### src/hw/rtl/assert_macros.svh
// ----------------------------------------------------------------------------
// assert_macros.svh
// Concurrent assertion shorthands, empty when SYNTHESIS is defined.
// ----------------------------------------------------------------------------
`ifndef ASSERT_MACROS_SVH
`define ASSERT_MACROS_SVH

`ifndef SYNTHESIS

// same-cycle implication
`define PQE_ASSERT_IMP(name, clk, rst, ante, cons, msg) \
  name: assert property (@(posedge clk) disable iff (rst) (ante) |-> (cons)) else $error(msg);

// next-cycle implication
`define PQE_ASSERT_NXT(name, clk, rst, ante, cons, msg) \
  name: assert property (@(posedge clk) disable iff (rst) (ante) |=> (cons)) else $error(msg);

`else

`define PQE_ASSERT_IMP(name, clk, rst, ante, cons, msg)
`define PQE_ASSERT_NXT(name, clk, rst, ante, cons, msg)

`endif

`endif

### src/hw/rtl/pqe_pkg.sv
// ----------------------------------------------------------------------------
// pqe_pkg
// Shared constants, codes and control structs of the perturbation engine.
// ----------------------------------------------------------------------------
package pqe_pkg;

  localparam int DEF_MAX_RECORD = 4096;
  localparam int DEF_MAX_WINDOW = 11;

  localparam int SAMPLE_W    = 16;
  localparam int CFG_W       = 4;
  localparam int CFG_IDX_W   = 1;
  localparam int PCT_W       = 32;
  localparam int FRAC_W      = 16;
  localparam int PCT_SCALE   = 100;
  localparam int PCT_SCALE_W = 7;
  localparam int MIN_WINDOW  = 3;

  localparam logic [CFG_IDX_W-1:0] REG_MODE   = 1'b0;
  localparam logic [CFG_IDX_W-1:0] REG_WINDOW = 1'b1;

  localparam logic             RESET_MODE   = 1'b1;
  localparam logic [CFG_W-1:0] RESET_WINDOW = 4'd3;

  typedef enum logic [1:0] {
    STATUS_OK,
    STATUS_FEW,
    STATUS_ZERO_SUM,
    STATUS_TOO_LONG
  } status_t;

  typedef struct packed {
    logic start;
    logic local_mode;
  } seq_ctrl_t;

  typedef struct packed {
    logic busy;
    logic done;
  } seq_stat_t;

endpackage

### src/hw/rtl/perturbation_quotient_engine.sv
// ----------------------------------------------------------------------------
// perturbation_quotient_engine
// Jitter / shimmer style perturbation measure over a record of values.
// ----------------------------------------------------------------------------
// While a record streams in, one item is taken every clock: the window
// shift line, running sum and accumulators update once per item. After
// the item marked end_of_record the input stalls; state FLUSH settles the
// last centred update and CHECK the status, then, for an ok status, one
// shared adder runs three shift-add products of MB_W steps each and a
// restoring division of Y_W + 16 steps (MB_W = max(CNT_W, 7),
// Y_W = CNT_W + DEV_W + 7). The result is held in the output register until
// taken, and input resumes in the cycle after that.
`include "assert_macros.svh"

module perturbation_quotient_engine #(
  parameter int MAX_RECORD = pqe_pkg::DEF_MAX_RECORD,
  parameter int MAX_WINDOW = pqe_pkg::DEF_MAX_WINDOW
) (
  input  logic                           clk,
  input  logic                           rst,
  input  logic                           cfg_write,
  input  logic [pqe_pkg::CFG_IDX_W-1:0]  cfg_index,
  input  logic [pqe_pkg::CFG_W-1:0]      cfg_data,
  input  logic                           in_valid,
  output logic                           in_stall,
  input  logic [pqe_pkg::SAMPLE_W-1:0]   sample_value,
  input  logic                           end_of_record,
  output logic                           out_valid,
  input  logic                           out_stall,
  output logic [pqe_pkg::PCT_W-1:0]      percent_value,
  output logic [1:0]                     result_status
);

  localparam int CNT_W  = $clog2(MAX_RECORD + 2);
  localparam int WSUM_W = pqe_pkg::SAMPLE_W + $clog2(MAX_WINDOW + 1);
  localparam int VAL_W  = pqe_pkg::SAMPLE_W + $clog2(MAX_RECORD + 1);
  localparam int DEV_W  = VAL_W + WSUM_W - pqe_pkg::SAMPLE_W;
  localparam logic [CNT_W-1:0] CNT_LIMIT = CNT_W'(MAX_RECORD);

  typedef enum logic [2:0] {
    ACCEPT,
    FLUSH,
    CHECK,
    CALC,
    HOLD
  } state_t;

  state_t                      state;
  logic                        measure_mode;
  logic [pqe_pkg::CFG_W-1:0]   window_size;

  logic                        take;
  logic                        clear;
  logic [CNT_W-1:0]            count;
  logic [DEV_W-1:0]            dev_sum;
  logic [VAL_W-1:0]            val_sum;
  logic                        rec_mode;
  logic [pqe_pkg::CFG_W-1:0]   rec_win;
  pqe_pkg::status_t            status;
  pqe_pkg::seq_ctrl_t          seq_ctrl;
  pqe_pkg::seq_stat_t          seq_stat;
  logic [pqe_pkg::PCT_W-1:0]   seq_pct;

  assign take      = in_valid && !in_stall;
  assign in_stall  = (state != ACCEPT);
  assign out_valid = (state == HOLD);

  always_comb begin
    priority if (count > CNT_LIMIT) begin
      status = pqe_pkg::STATUS_TOO_LONG;
    end else if ((!rec_mode && count < CNT_W'(2)) || (rec_mode && count < CNT_W'(rec_win))) begin
      status = pqe_pkg::STATUS_FEW;
    end else if (val_sum == '0) begin
      status = pqe_pkg::STATUS_ZERO_SUM;
    end else begin
      status = pqe_pkg::STATUS_OK;
    end
    seq_ctrl.start      = (state == CHECK) && (status == pqe_pkg::STATUS_OK);
    seq_ctrl.local_mode = !rec_mode;
    clear = ((state == CHECK) && (status != pqe_pkg::STATUS_OK))
         || ((state == CALC) && seq_stat.done);
  end

  pqe_accum #(
    .MAX_RECORD(MAX_RECORD),
    .MAX_WINDOW(MAX_WINDOW),
    .CNT_W     (CNT_W),
    .WSUM_W    (WSUM_W),
    .VAL_W     (VAL_W),
    .DEV_W     (DEV_W)
  ) u_accum (
    .clk         (clk),
    .rst         (rst),
    .take        (take),
    .sample_value(sample_value),
    .cfg_mode    (measure_mode),
    .cfg_window  (window_size),
    .clear       (clear),
    .count       (count),
    .dev_sum     (dev_sum),
    .val_sum     (val_sum),
    .rec_mode    (rec_mode),
    .rec_win     (rec_win)
  );

  pqe_seq #(
    .CNT_W(CNT_W),
    .VAL_W(VAL_W),
    .DEV_W(DEV_W)
  ) u_seq (
    .clk    (clk),
    .rst    (rst),
    .ctrl   (seq_ctrl),
    .count  (count),
    .win    (rec_win),
    .dev_sum(dev_sum),
    .val_sum(val_sum),
    .stat   (seq_stat),
    .pct    (seq_pct)
  );

  always_ff @(posedge clk) begin
    if (rst) begin
      state        <= ACCEPT;
      measure_mode <= pqe_pkg::RESET_MODE;
      window_size  <= pqe_pkg::RESET_WINDOW;
    end else begin
      if (cfg_write) begin
        priority if (cfg_index == pqe_pkg::REG_MODE) begin
          measure_mode <= cfg_data[0];
        end else if (cfg_index == pqe_pkg::REG_WINDOW) begin
          window_size <= cfg_data;
        end
      end
      unique case (state)
        ACCEPT: begin
          if (take && end_of_record) begin
            state <= FLUSH;
          end
        end
        FLUSH: begin
          state <= CHECK;
        end
        CHECK: begin
          if (status == pqe_pkg::STATUS_OK) begin
            state <= CALC;
          end else begin
            percent_value <= '0;
            result_status <= status;
            state         <= HOLD;
          end
        end
        CALC: begin
          if (seq_stat.done) begin
            percent_value <= seq_pct;
            result_status <= pqe_pkg::STATUS_OK;
            state         <= HOLD;
          end
        end
        HOLD: begin
          if (!out_stall) begin
            state <= ACCEPT;
          end
        end
        default: begin
          state <= ACCEPT;
        end
      endcase
    end
  end

  `PQE_ASSERT_IMP(a_fail_zero, clk, rst, out_valid && result_status != pqe_pkg::STATUS_OK, percent_value == '0, "failed result with nonzero percent")
  `PQE_ASSERT_NXT(a_last_stalls, clk, rst, take && end_of_record, in_stall && !out_valid, "input open after last item")
  `PQE_ASSERT_IMP(a_done_in_calc, clk, rst, seq_stat.done, state == CALC, "sequencer done outside calc")
  `PQE_ASSERT_IMP(a_calc_busy, clk, rst, state == CALC, seq_stat.busy || seq_stat.done, "calc with idle sequencer")

endmodule

### src/hw/rtl/pqe_alu.sv
// ----------------------------------------------------------------------------
// pqe_alu
// Shared adder / subtractor; carry out is a >= b when subtracting.
// ----------------------------------------------------------------------------
module pqe_alu #(
  parameter int W = pqe_pkg::PCT_W
) (
  input  logic [W-1:0] a,
  input  logic [W-1:0] b,
  input  logic         sub,
  output logic [W-1:0] sum,
  output logic         carry
);

  logic [W:0] total;

  assign total = {1'b0, a} + {1'b0, (sub ? ~b : b)} + (W + 1)'(sub);
  assign sum   = total[W-1:0];
  assign carry = total[W];

endmodule

### src/hw/rtl/pqe_accum.sv
// ----------------------------------------------------------------------------
// pqe_accum
// Per-item front end: window shift line, running window sum, item count
// and the deviation and value accumulators of one record.
// ----------------------------------------------------------------------------
module pqe_accum #(
  parameter int MAX_RECORD = pqe_pkg::DEF_MAX_RECORD,
  parameter int MAX_WINDOW = pqe_pkg::DEF_MAX_WINDOW,
  parameter int CNT_W      = $clog2(MAX_RECORD + 2),
  parameter int WSUM_W     = pqe_pkg::SAMPLE_W + $clog2(MAX_WINDOW + 1),
  parameter int VAL_W      = pqe_pkg::SAMPLE_W + $clog2(MAX_RECORD + 1),
  parameter int DEV_W      = VAL_W + WSUM_W - pqe_pkg::SAMPLE_W
) (
  input  logic                        clk,
  input  logic                        rst,
  input  logic                        take,
  input  logic [pqe_pkg::SAMPLE_W-1:0] sample_value,
  input  logic                        cfg_mode,
  input  logic [pqe_pkg::CFG_W-1:0]   cfg_window,
  input  logic                        clear,
  output logic [CNT_W-1:0]            count,
  output logic [DEV_W-1:0]            dev_sum,
  output logic [VAL_W-1:0]            val_sum,
  output logic                        rec_mode,
  output logic [pqe_pkg::CFG_W-1:0]   rec_win
);

  localparam int SW    = pqe_pkg::SAMPLE_W;
  localparam int CW    = pqe_pkg::CFG_W;
  localparam int IDX_W = (MAX_WINDOW > 1) ? $clog2(MAX_WINDOW) : 1;
  localparam logic [CW-1:0]    WIN_TOP   = CW'((MAX_WINDOW - 1) | 1);
  localparam logic [CW-1:0]    WIN_MIN   = CW'(pqe_pkg::MIN_WINDOW);
  localparam logic [CNT_W-1:0] CNT_LIMIT = CNT_W'(MAX_RECORD);
  localparam logic [CNT_W-1:0] CNT_OVER  = CNT_W'(MAX_RECORD + 1);

  logic [SW-1:0]     store [MAX_WINDOW];
  logic [WSUM_W-1:0] run_sum;
  logic              pend;

  logic              first;
  logic              room;
  logic              mode_cur;
  logic [CW-1:0]     win_odd;
  logic [CW-1:0]     win_eff;
  logic [CW-1:0]     win_cur;
  logic [CW-1:0]     leave_idx;
  logic [CW-1:0]     ctr_idx;
  logic [CNT_W-1:0]  cnt_inc;
  logic [WSUM_W-1:0] run_sum_next;
  logic [SW-1:0]     step_abs;
  logic [SW-1:0]     center;
  logic [SW+CW-1:0]  cw_full;
  logic [WSUM_W-1:0] cw;
  logic [WSUM_W-1:0] dev_q;

  always_comb begin
    win_odd = cfg_window | CW'(1);
    win_eff = win_odd;
    if (win_odd < WIN_MIN) begin
      win_eff = WIN_MIN;
    end
    if (win_odd > WIN_TOP) begin
      win_eff = WIN_TOP;
    end
    first        = (count == '0);
    room         = (count < CNT_LIMIT);
    mode_cur     = first ? cfg_mode : rec_mode;
    win_cur      = first ? win_eff : rec_win;
    cnt_inc      = count + CNT_W'(1);
    leave_idx    = win_cur - CW'(1);
    run_sum_next = run_sum + WSUM_W'(sample_value) - WSUM_W'(store[leave_idx[IDX_W-1:0]]);
    step_abs     = (sample_value >= store[0]) ? sample_value - store[0]
                                              : store[0] - sample_value;
    ctr_idx      = rec_win >> 1;
    center       = store[ctr_idx[IDX_W-1:0]];
    cw_full      = (SW + CW)'(center) * (SW + CW)'(rec_win);
    cw           = cw_full[WSUM_W-1:0];
    dev_q        = (cw >= run_sum) ? cw - run_sum : run_sum - cw;
  end

  always_ff @(posedge clk) begin
    if (rst || clear) begin
      for (int i = 0; i < MAX_WINDOW; i++) begin
        store[i] <= '0;
      end
      run_sum  <= '0;
      count    <= '0;
      dev_sum  <= '0;
      val_sum  <= '0;
      rec_mode <= 1'b0;
      rec_win  <= WIN_MIN;
      pend     <= 1'b0;
    end else begin
      // centred update of quotient mode, made in the cycle after the item
      pend <= take && room && mode_cur && (cnt_inc >= CNT_W'(win_cur));
      if (pend) begin
        dev_sum <= dev_sum + DEV_W'(dev_q);
        val_sum <= val_sum + VAL_W'(center);
      end else if (take && room && !mode_cur) begin
        if (!first) begin
          dev_sum <= dev_sum + DEV_W'(step_abs);
        end
        val_sum <= val_sum + VAL_W'(sample_value);
      end
      if (take) begin
        if (first) begin
          rec_mode <= cfg_mode;
          rec_win  <= win_eff;
        end
        if (room) begin
          run_sum <= run_sum_next;
          for (int i = MAX_WINDOW - 1; i > 0; i--) begin
            store[i] <= store[i-1];
          end
          store[0] <= sample_value;
          count    <= cnt_inc;
        end else begin
          count <= CNT_OVER;
        end
      end
    end
  end

endmodule

### src/hw/rtl/pqe_seq.sv
// ----------------------------------------------------------------------------
// pqe_seq
// End-of-record sequencer: shift-add products and a restoring division,
// all on one shared adder, giving the saturated Q16.16 percent.
// ----------------------------------------------------------------------------
module pqe_seq #(
  parameter int CNT_W = 13,
  parameter int VAL_W = 29,
  parameter int DEV_W = 33
) (
  input  logic                       clk,
  input  logic                       rst,
  input  pqe_pkg::seq_ctrl_t         ctrl,
  input  logic [CNT_W-1:0]           count,
  input  logic [pqe_pkg::CFG_W-1:0]  win,
  input  logic [DEV_W-1:0]           dev_sum,
  input  logic [VAL_W-1:0]           val_sum,
  output pqe_pkg::seq_stat_t         stat,
  output logic [pqe_pkg::PCT_W-1:0]  pct
);

  localparam int PW    = pqe_pkg::PCT_W;
  localparam int MB_W  = (CNT_W > pqe_pkg::PCT_SCALE_W) ? CNT_W : pqe_pkg::PCT_SCALE_W;
  localparam int NUM_W = CNT_W + DEV_W;
  localparam int Y_W   = NUM_W + pqe_pkg::PCT_SCALE_W;
  localparam int DEN_W = MB_W + VAL_W;
  localparam int DVD_W = Y_W + pqe_pkg::FRAC_W;
  localparam int ALU_W = (Y_W > DEN_W) ? Y_W : DEN_W + 1;
  localparam int CTR_W = $clog2(DVD_W);

  typedef enum logic [2:0] {
    S_IDLE,
    S_MUL_NUM,
    S_MUL_PCT,
    S_MUL_DEN,
    S_DIV
  } state_t;

  state_t           state;
  logic             loc;
  logic [ALU_W-1:0] prod;
  logic [ALU_W-1:0] mcand;
  logic [MB_W-1:0]  mplier;
  logic [Y_W-1:0]   y;
  logic [DEN_W-1:0] den;
  logic [DEN_W-1:0] rem;
  logic [DVD_W-1:0] dvd;
  logic [PW-1:0]    quo;
  logic             ovf;
  logic [CTR_W-1:0] ctr;
  logic             done;

  logic [DEN_W:0]   rs_div;
  logic [CNT_W-1:0] cnt_less;
  logic [ALU_W-1:0] alu_a;
  logic [ALU_W-1:0] alu_b;
  logic             alu_sub;
  logic [ALU_W-1:0] alu_sum;
  logic             alu_carry;

  always_comb begin
    rs_div   = {rem, dvd[DVD_W-1]};
    cnt_less = count - CNT_W'(1);
    if (state == S_DIV) begin
      alu_a   = ALU_W'(rs_div);
      alu_b   = ALU_W'(den);
      alu_sub = 1'b1;
    end else begin
      alu_a   = {prod[ALU_W-2:0], 1'b0};
      alu_b   = mplier[MB_W-1] ? mcand : '0;
      alu_sub = 1'b0;
    end
  end

  pqe_alu #(
    .W(ALU_W)
  ) u_alu (
    .a    (alu_a),
    .b    (alu_b),
    .sub  (alu_sub),
    .sum  (alu_sum),
    .carry(alu_carry)
  );

  always_ff @(posedge clk) begin
    if (rst) begin
      state <= S_IDLE;
      done  <= 1'b0;
    end else begin
      done <= (state == S_DIV) && (ctr == '0);
      unique case (state)
        S_IDLE: begin
          if (ctrl.start) begin
            loc    <= ctrl.local_mode;
            mcand  <= ALU_W'(dev_sum);
            mplier <= ctrl.local_mode ? MB_W'(count) : MB_W'(1);
            prod   <= '0;
            ctr    <= CTR_W'(MB_W - 1);
            state  <= S_MUL_NUM;
          end
        end
        S_MUL_NUM: begin
          if (ctr == '0) begin
            mcand  <= ALU_W'(alu_sum[NUM_W-1:0]);
            mplier <= MB_W'(pqe_pkg::PCT_SCALE);
            prod   <= '0;
            ctr    <= CTR_W'(MB_W - 1);
            state  <= S_MUL_PCT;
          end else begin
            prod   <= alu_sum;
            mplier <= {mplier[MB_W-2:0], 1'b0};
            ctr    <= ctr - CTR_W'(1);
          end
        end
        S_MUL_PCT: begin
          if (ctr == '0) begin
            y      <= alu_sum[Y_W-1:0];
            mcand  <= ALU_W'(val_sum);
            mplier <= loc ? MB_W'(cnt_less) : MB_W'(win);
            prod   <= '0;
            ctr    <= CTR_W'(MB_W - 1);
            state  <= S_MUL_DEN;
          end else begin
            prod   <= alu_sum;
            mplier <= {mplier[MB_W-2:0], 1'b0};
            ctr    <= ctr - CTR_W'(1);
          end
        end
        S_MUL_DEN: begin
          if (ctr == '0) begin
            den   <= alu_sum[DEN_W-1:0];
            rem   <= '0;
            quo   <= '0;
            ovf   <= 1'b0;
            dvd   <= {y, pqe_pkg::FRAC_W'(0)};
            ctr   <= CTR_W'(DVD_W - 1);
            state <= S_DIV;
          end else begin
            prod   <= alu_sum;
            mplier <= {mplier[MB_W-2:0], 1'b0};
            ctr    <= ctr - CTR_W'(1);
          end
        end
        S_DIV: begin
          rem <= alu_carry ? alu_sum[DEN_W-1:0] : rs_div[DEN_W-1:0];
          quo <= {quo[PW-2:0], alu_carry};
          ovf <= ovf | quo[PW-1];
          dvd <= {dvd[DVD_W-2:0], 1'b0};
          if (ctr == '0) begin
            state <= S_IDLE;
          end else begin
            ctr <= ctr - CTR_W'(1);
          end
        end
        default: begin
          state <= S_IDLE;
        end
      endcase
    end
  end

  assign pct       = ovf ? '1 : quo;
  assign stat.busy = (state != S_IDLE);
  assign stat.done = done;

endmodule
### config.mk
export PLATFORM = sky130hd
export DESIGN_NAME = perturbation_quotient_engine
export DESIGN_NICKNAME = d
export VERILOG_FILES = /design/src/hw/rtl/pqe_pkg.sv /design/src/hw/rtl/perturbation_quotient_engine.sv /design/src/hw/rtl/pqe_alu.sv /design/src/hw/rtl/pqe_accum.sv /design/src/hw/rtl/pqe_seq.sv
export VERILOG_INCLUDE_DIRS = /design/src /design/src/hw/rtl
export SDC_FILE = /design/constraint.sdc
export NUM_CORES = 2
export LEC_CHECK = 0
export ABC_CLOCK_PERIOD_IN_PS = 11800
export BUFFER_PORTS_ARGS = -buffer_cell sky130_fd_sc_hd__buf_2
export CORE_MARGIN = 2
export CORE_UTILIZATION = 25
export CTS_BUF_LIST = sky130_fd_sc_hd__clkbuf_2 sky130_fd_sc_hd__clkbuf_4 sky130_fd_sc_hd__clkbuf_8
export DETAILED_ROUTE_END_ITERATION = 12
export MAX_ROUTING_LAYER = met4
export PLACE_DENSITY = 0.47
export SYNTH_ARGS = -nofsm -noshare
export SYNTH_HDL_FRONTEND = slang
export SYNTH_HIERARCHICAL = 1
export SYNTH_SLANG_ARGS = --single-unit
### constraint.sdc
create_clock -name clk -period 11.8 [get_ports clk]
set_input_delay 0.59 -clock clk [delete_from_list [all_inputs] [get_ports clk]]
set_output_delay 0.59 -clock clk [all_outputs]
set_load 0.01 [all_outputs]
==> flow_metrics.env <==
export IMPL_grt_use_total=0.135
export IMPL_syn2layout_area_growth_pct=12.4
export IMPL_final_core_utilization=0.284
export IMPL_required_ps=12550
export IMPL_layout_cells_most_common_list="626 x sky130_fd_sc_hd__nand2_1, 552 x sky130_fd_sc_hd__edfxtp_1, 287 x sky130_fd_sc_hd__nor2_1"
export IMPL_route_vias_total=30900
export IMPL_post_drt_wl_per_cell_um=17.5
export IMPL_cell_area_after_technology_mapping_mm2=0.0423
export IMPL_post_cts_buffers=0
export IMPL_synthCells=4235
export IMPL_tritoncts="done"
export IMPL_place_area_mm2=0.0450
export IMPL_power_leakage_nw=19.0
export IMPL_ff2ff_path_depth=38
export IMPL_finalCriticalPeriod_ps=10510
export IMPL_timing_final_max_slew_violations=0
export IMPL_detail_route_drc_violations=0
export IMPL_total_congestion_overflow_after_global_routing=0
export IMPL_floorplan_core_area_mm2=0.168
export IMPL_most_frequent_standard_cell_in_the_layout_excluding_fill_and_tap_cells="sky130_fd_sc_hd__nand2_1"
export IMPL_critical_path_peak_fanout=28
export IMPL_globalplace_congestion=0.858
export IMPL_grt_setup_unrepaired="false"
export IMPL_placement_io_buffers=62
export IMPL_hold_path_end="window_size[1]$_SDFFE_PP1P_"
export IMPL_hp_start="cfg_data[1]"
export IMPL_synth_yosys_warnings=6
export IMPL_min_path_type="input pin to flip-flop"
export IMPL_worst_hold_path_num_cells=3
export IMPL_final_period_utilization=0.891
export IMPL_p_per_area_mw_per_mm2=165
export IMPL_dp_hpwl_um=78600
export IMPL_clk_insertion_delay_late_ps=860
export IMPL_post_route_worst_setup_slack_ps=1290
export IMPL_detailedPlace_worstSlack_ps=875
export IMPL_initial_core_util=0.252
export IMPL_final_net_count=4563
export IMPL_floorplan_die_width_um=415
export IMPL_peakVddDrop_mv=0.109
export IMPL_outcome="finished clean"
export IMPL_layout_filler_cells=17608
export IMPL_slowest_stage="sky130_fd_sc_hd__a21boi_0"
export IMPL_worstSetupEndpointType="flip-flop"
export IMPL_finalSetupViolations=0
export IMPL_die_height_um=415
export IMPL_ctsRootBufferMaster="sky130_fd_sc_hd__clkbuf_8"
export IMPL_timing_fmax_ghz=0.0951
export IMPL_total_power_mw=7.86
export IMPL_clk_skew_ps=44.9
export IMPL_fin_setup_tns_ps=0
export IMPL_maxSlewHeadroom=0.200
export IMPL_crit_top_cell="sky130_fd_sc_hd__a21oi_1"
export IMPL_pin_count_of_the_biggest_net_entering_global_routing=130
export IMPL_clkTransAtPathRegs_ps=60
export IMPL_top_level_ports=63
export IMPL_postSynthAreaPerCell_um2=9.99
export IMPL_stdcell_count=6571
export IMPL_rr_endpoint="u_accum/dev_sum[32]$_SDFFE_PP0P_"
export IMPL_design_die_area_mm2=0.173
export IMPL_drt_pass1_iterations=6
export IMPL_r2r_slack_ps=1290
export IMPL_final_area_mm2=0.0475
export IMPL_max_slew_worst_pin_slew_ps=1200
export IMPL_fin_worst_hold_slack_ps=109
export IMPL_first_global_vias=31009
export IMPL_postRouteAntennaNets=0
export IMPL_cp_arrival_ps=11260
export IMPL_cts_made_buffers=117
export IMPL_timing_critical_path_slowest_cell_delay_ps=570
export IMPL_worstSetupPathType="flip-flop to flip-flop"
export IMPL_seq_area_mm2=0.0189
export IMPL_drive_gt1_frac=0.108
export IMPL_cts_num_sinks=667
export IMPL_maxCapViolations=0
export IMPL_placementRows=150
export IMPL_drt_initial_drc_count=2049
export IMPL_final_hold_viols=0
export IMPL_h_tree_depth=3
export IMPL_multiInputGateArea_mm2=0.0218
export IMPL_routed_wire_length_um=115000
export IMPL_post_place_cells=6341
export IMPL_worst_setup_path_start_kind="flip-flop"
export IMPL_routed_via_density=4.70
export IMPL_max_clock_path_buffers=3
export IMPL_wire_length_of_the_first_global_routing_pass_um=181000
export IMPL_antenna_violations_before_repair=3
[where the power goes]
part	total [mW]	switching, mW	internal (mW)
registers	2.81	0.119	2.69
clock network	2.26	1.04	1.21
logic	2.79	1.65	1.14
[registers in the layout, summed over array words and instances, names as in the netlist, 4 cells and up, named ones only]
signal and count:
u_accum/store 176, u_seq/dvd 53, u_seq/y 53, u_seq/prod 52, u_seq/mcand 46, u_seq/den 42
u_seq/rem 42, u_accum/dev_sum 33, percent_value 32, u_seq/quo 32, u_accum/val_sum 29, u_accum/run_sum 20
u_accum/count 13, u_seq/mplier 13, u_seq/ctr 7, u_accum/rec_win 4
[area by class of cell]
cell class | instances | area share
multi-input cells | 3122 | 0.459
flip-flops and latches | 667 | 0.397
well taps | 2204 | 0.0580
clock buffers | 165 | 0.0425
inverters | 236 | 0.0187
repair buffers | 120 | 0.0161
clock inverters | 52 | 0.00834
diodes | 5 | 0.000263
[what timing repair did]
action / CTS / global route
endpoints found under the setup margin: 0 / 1
hold endpoints to repair: 5 / 0
hold buffers: 8 / 0
gates resized for setup: 0 / 1
[worst max-delay path: cells and delay by family (launching register included)]
family                     cells  cell delay [ps]
xor gates and xnor gates       1              130
adders and majority gates      5             2110
muxes                          2             1000
and+or+nand+nor                8             1020
buffers and inverters          5             1040
AOI/OAI and AO/OA             17             4570
DFF                            1              540
[worst max-delay path by stage]
stage	from	end	slack, ps
after global routing	flip-flop	u_accum/dev_sum[32]$_SDFFE_PP0P_	300
final	flip-flop	u_accum/dev_sum[32]$_SDFFE_PP0P_	1290
after global placement	flip-flop	u_accum/dev_sum[28]$_SDFFE_PP0P_	1030
after CTS	flip-flop	u_accum/dev_sum[32]$_SDFFE_PP0P_	850
after floorplan	flip-flop	u_accum/dev_sum[28]$_SDFFE_PP0P_	2060
after detailed placement	flip-flop	u_accum/dev_sum[32]$_SDFFE_PP0P_	880
[routing by layer]
| layer | track usage | share of wire | vias up | wire length [µm] |
|---|---|---|---|---|
| li1 | - | - | 15091 | - |
| met1 | 0.182 | 0.49 | 15131 | 55900 |
| met2 | 0.211 | 0.46 | 514 | 52500 |
| met3 | 0.0208 | 0.036 | 164 | 4160 |
| met4 | 0.0310 | 0.020 | 0 | 2260 |
| met5 | - | 0 | - | 0 |
Power figures use the tool's default switching activity.
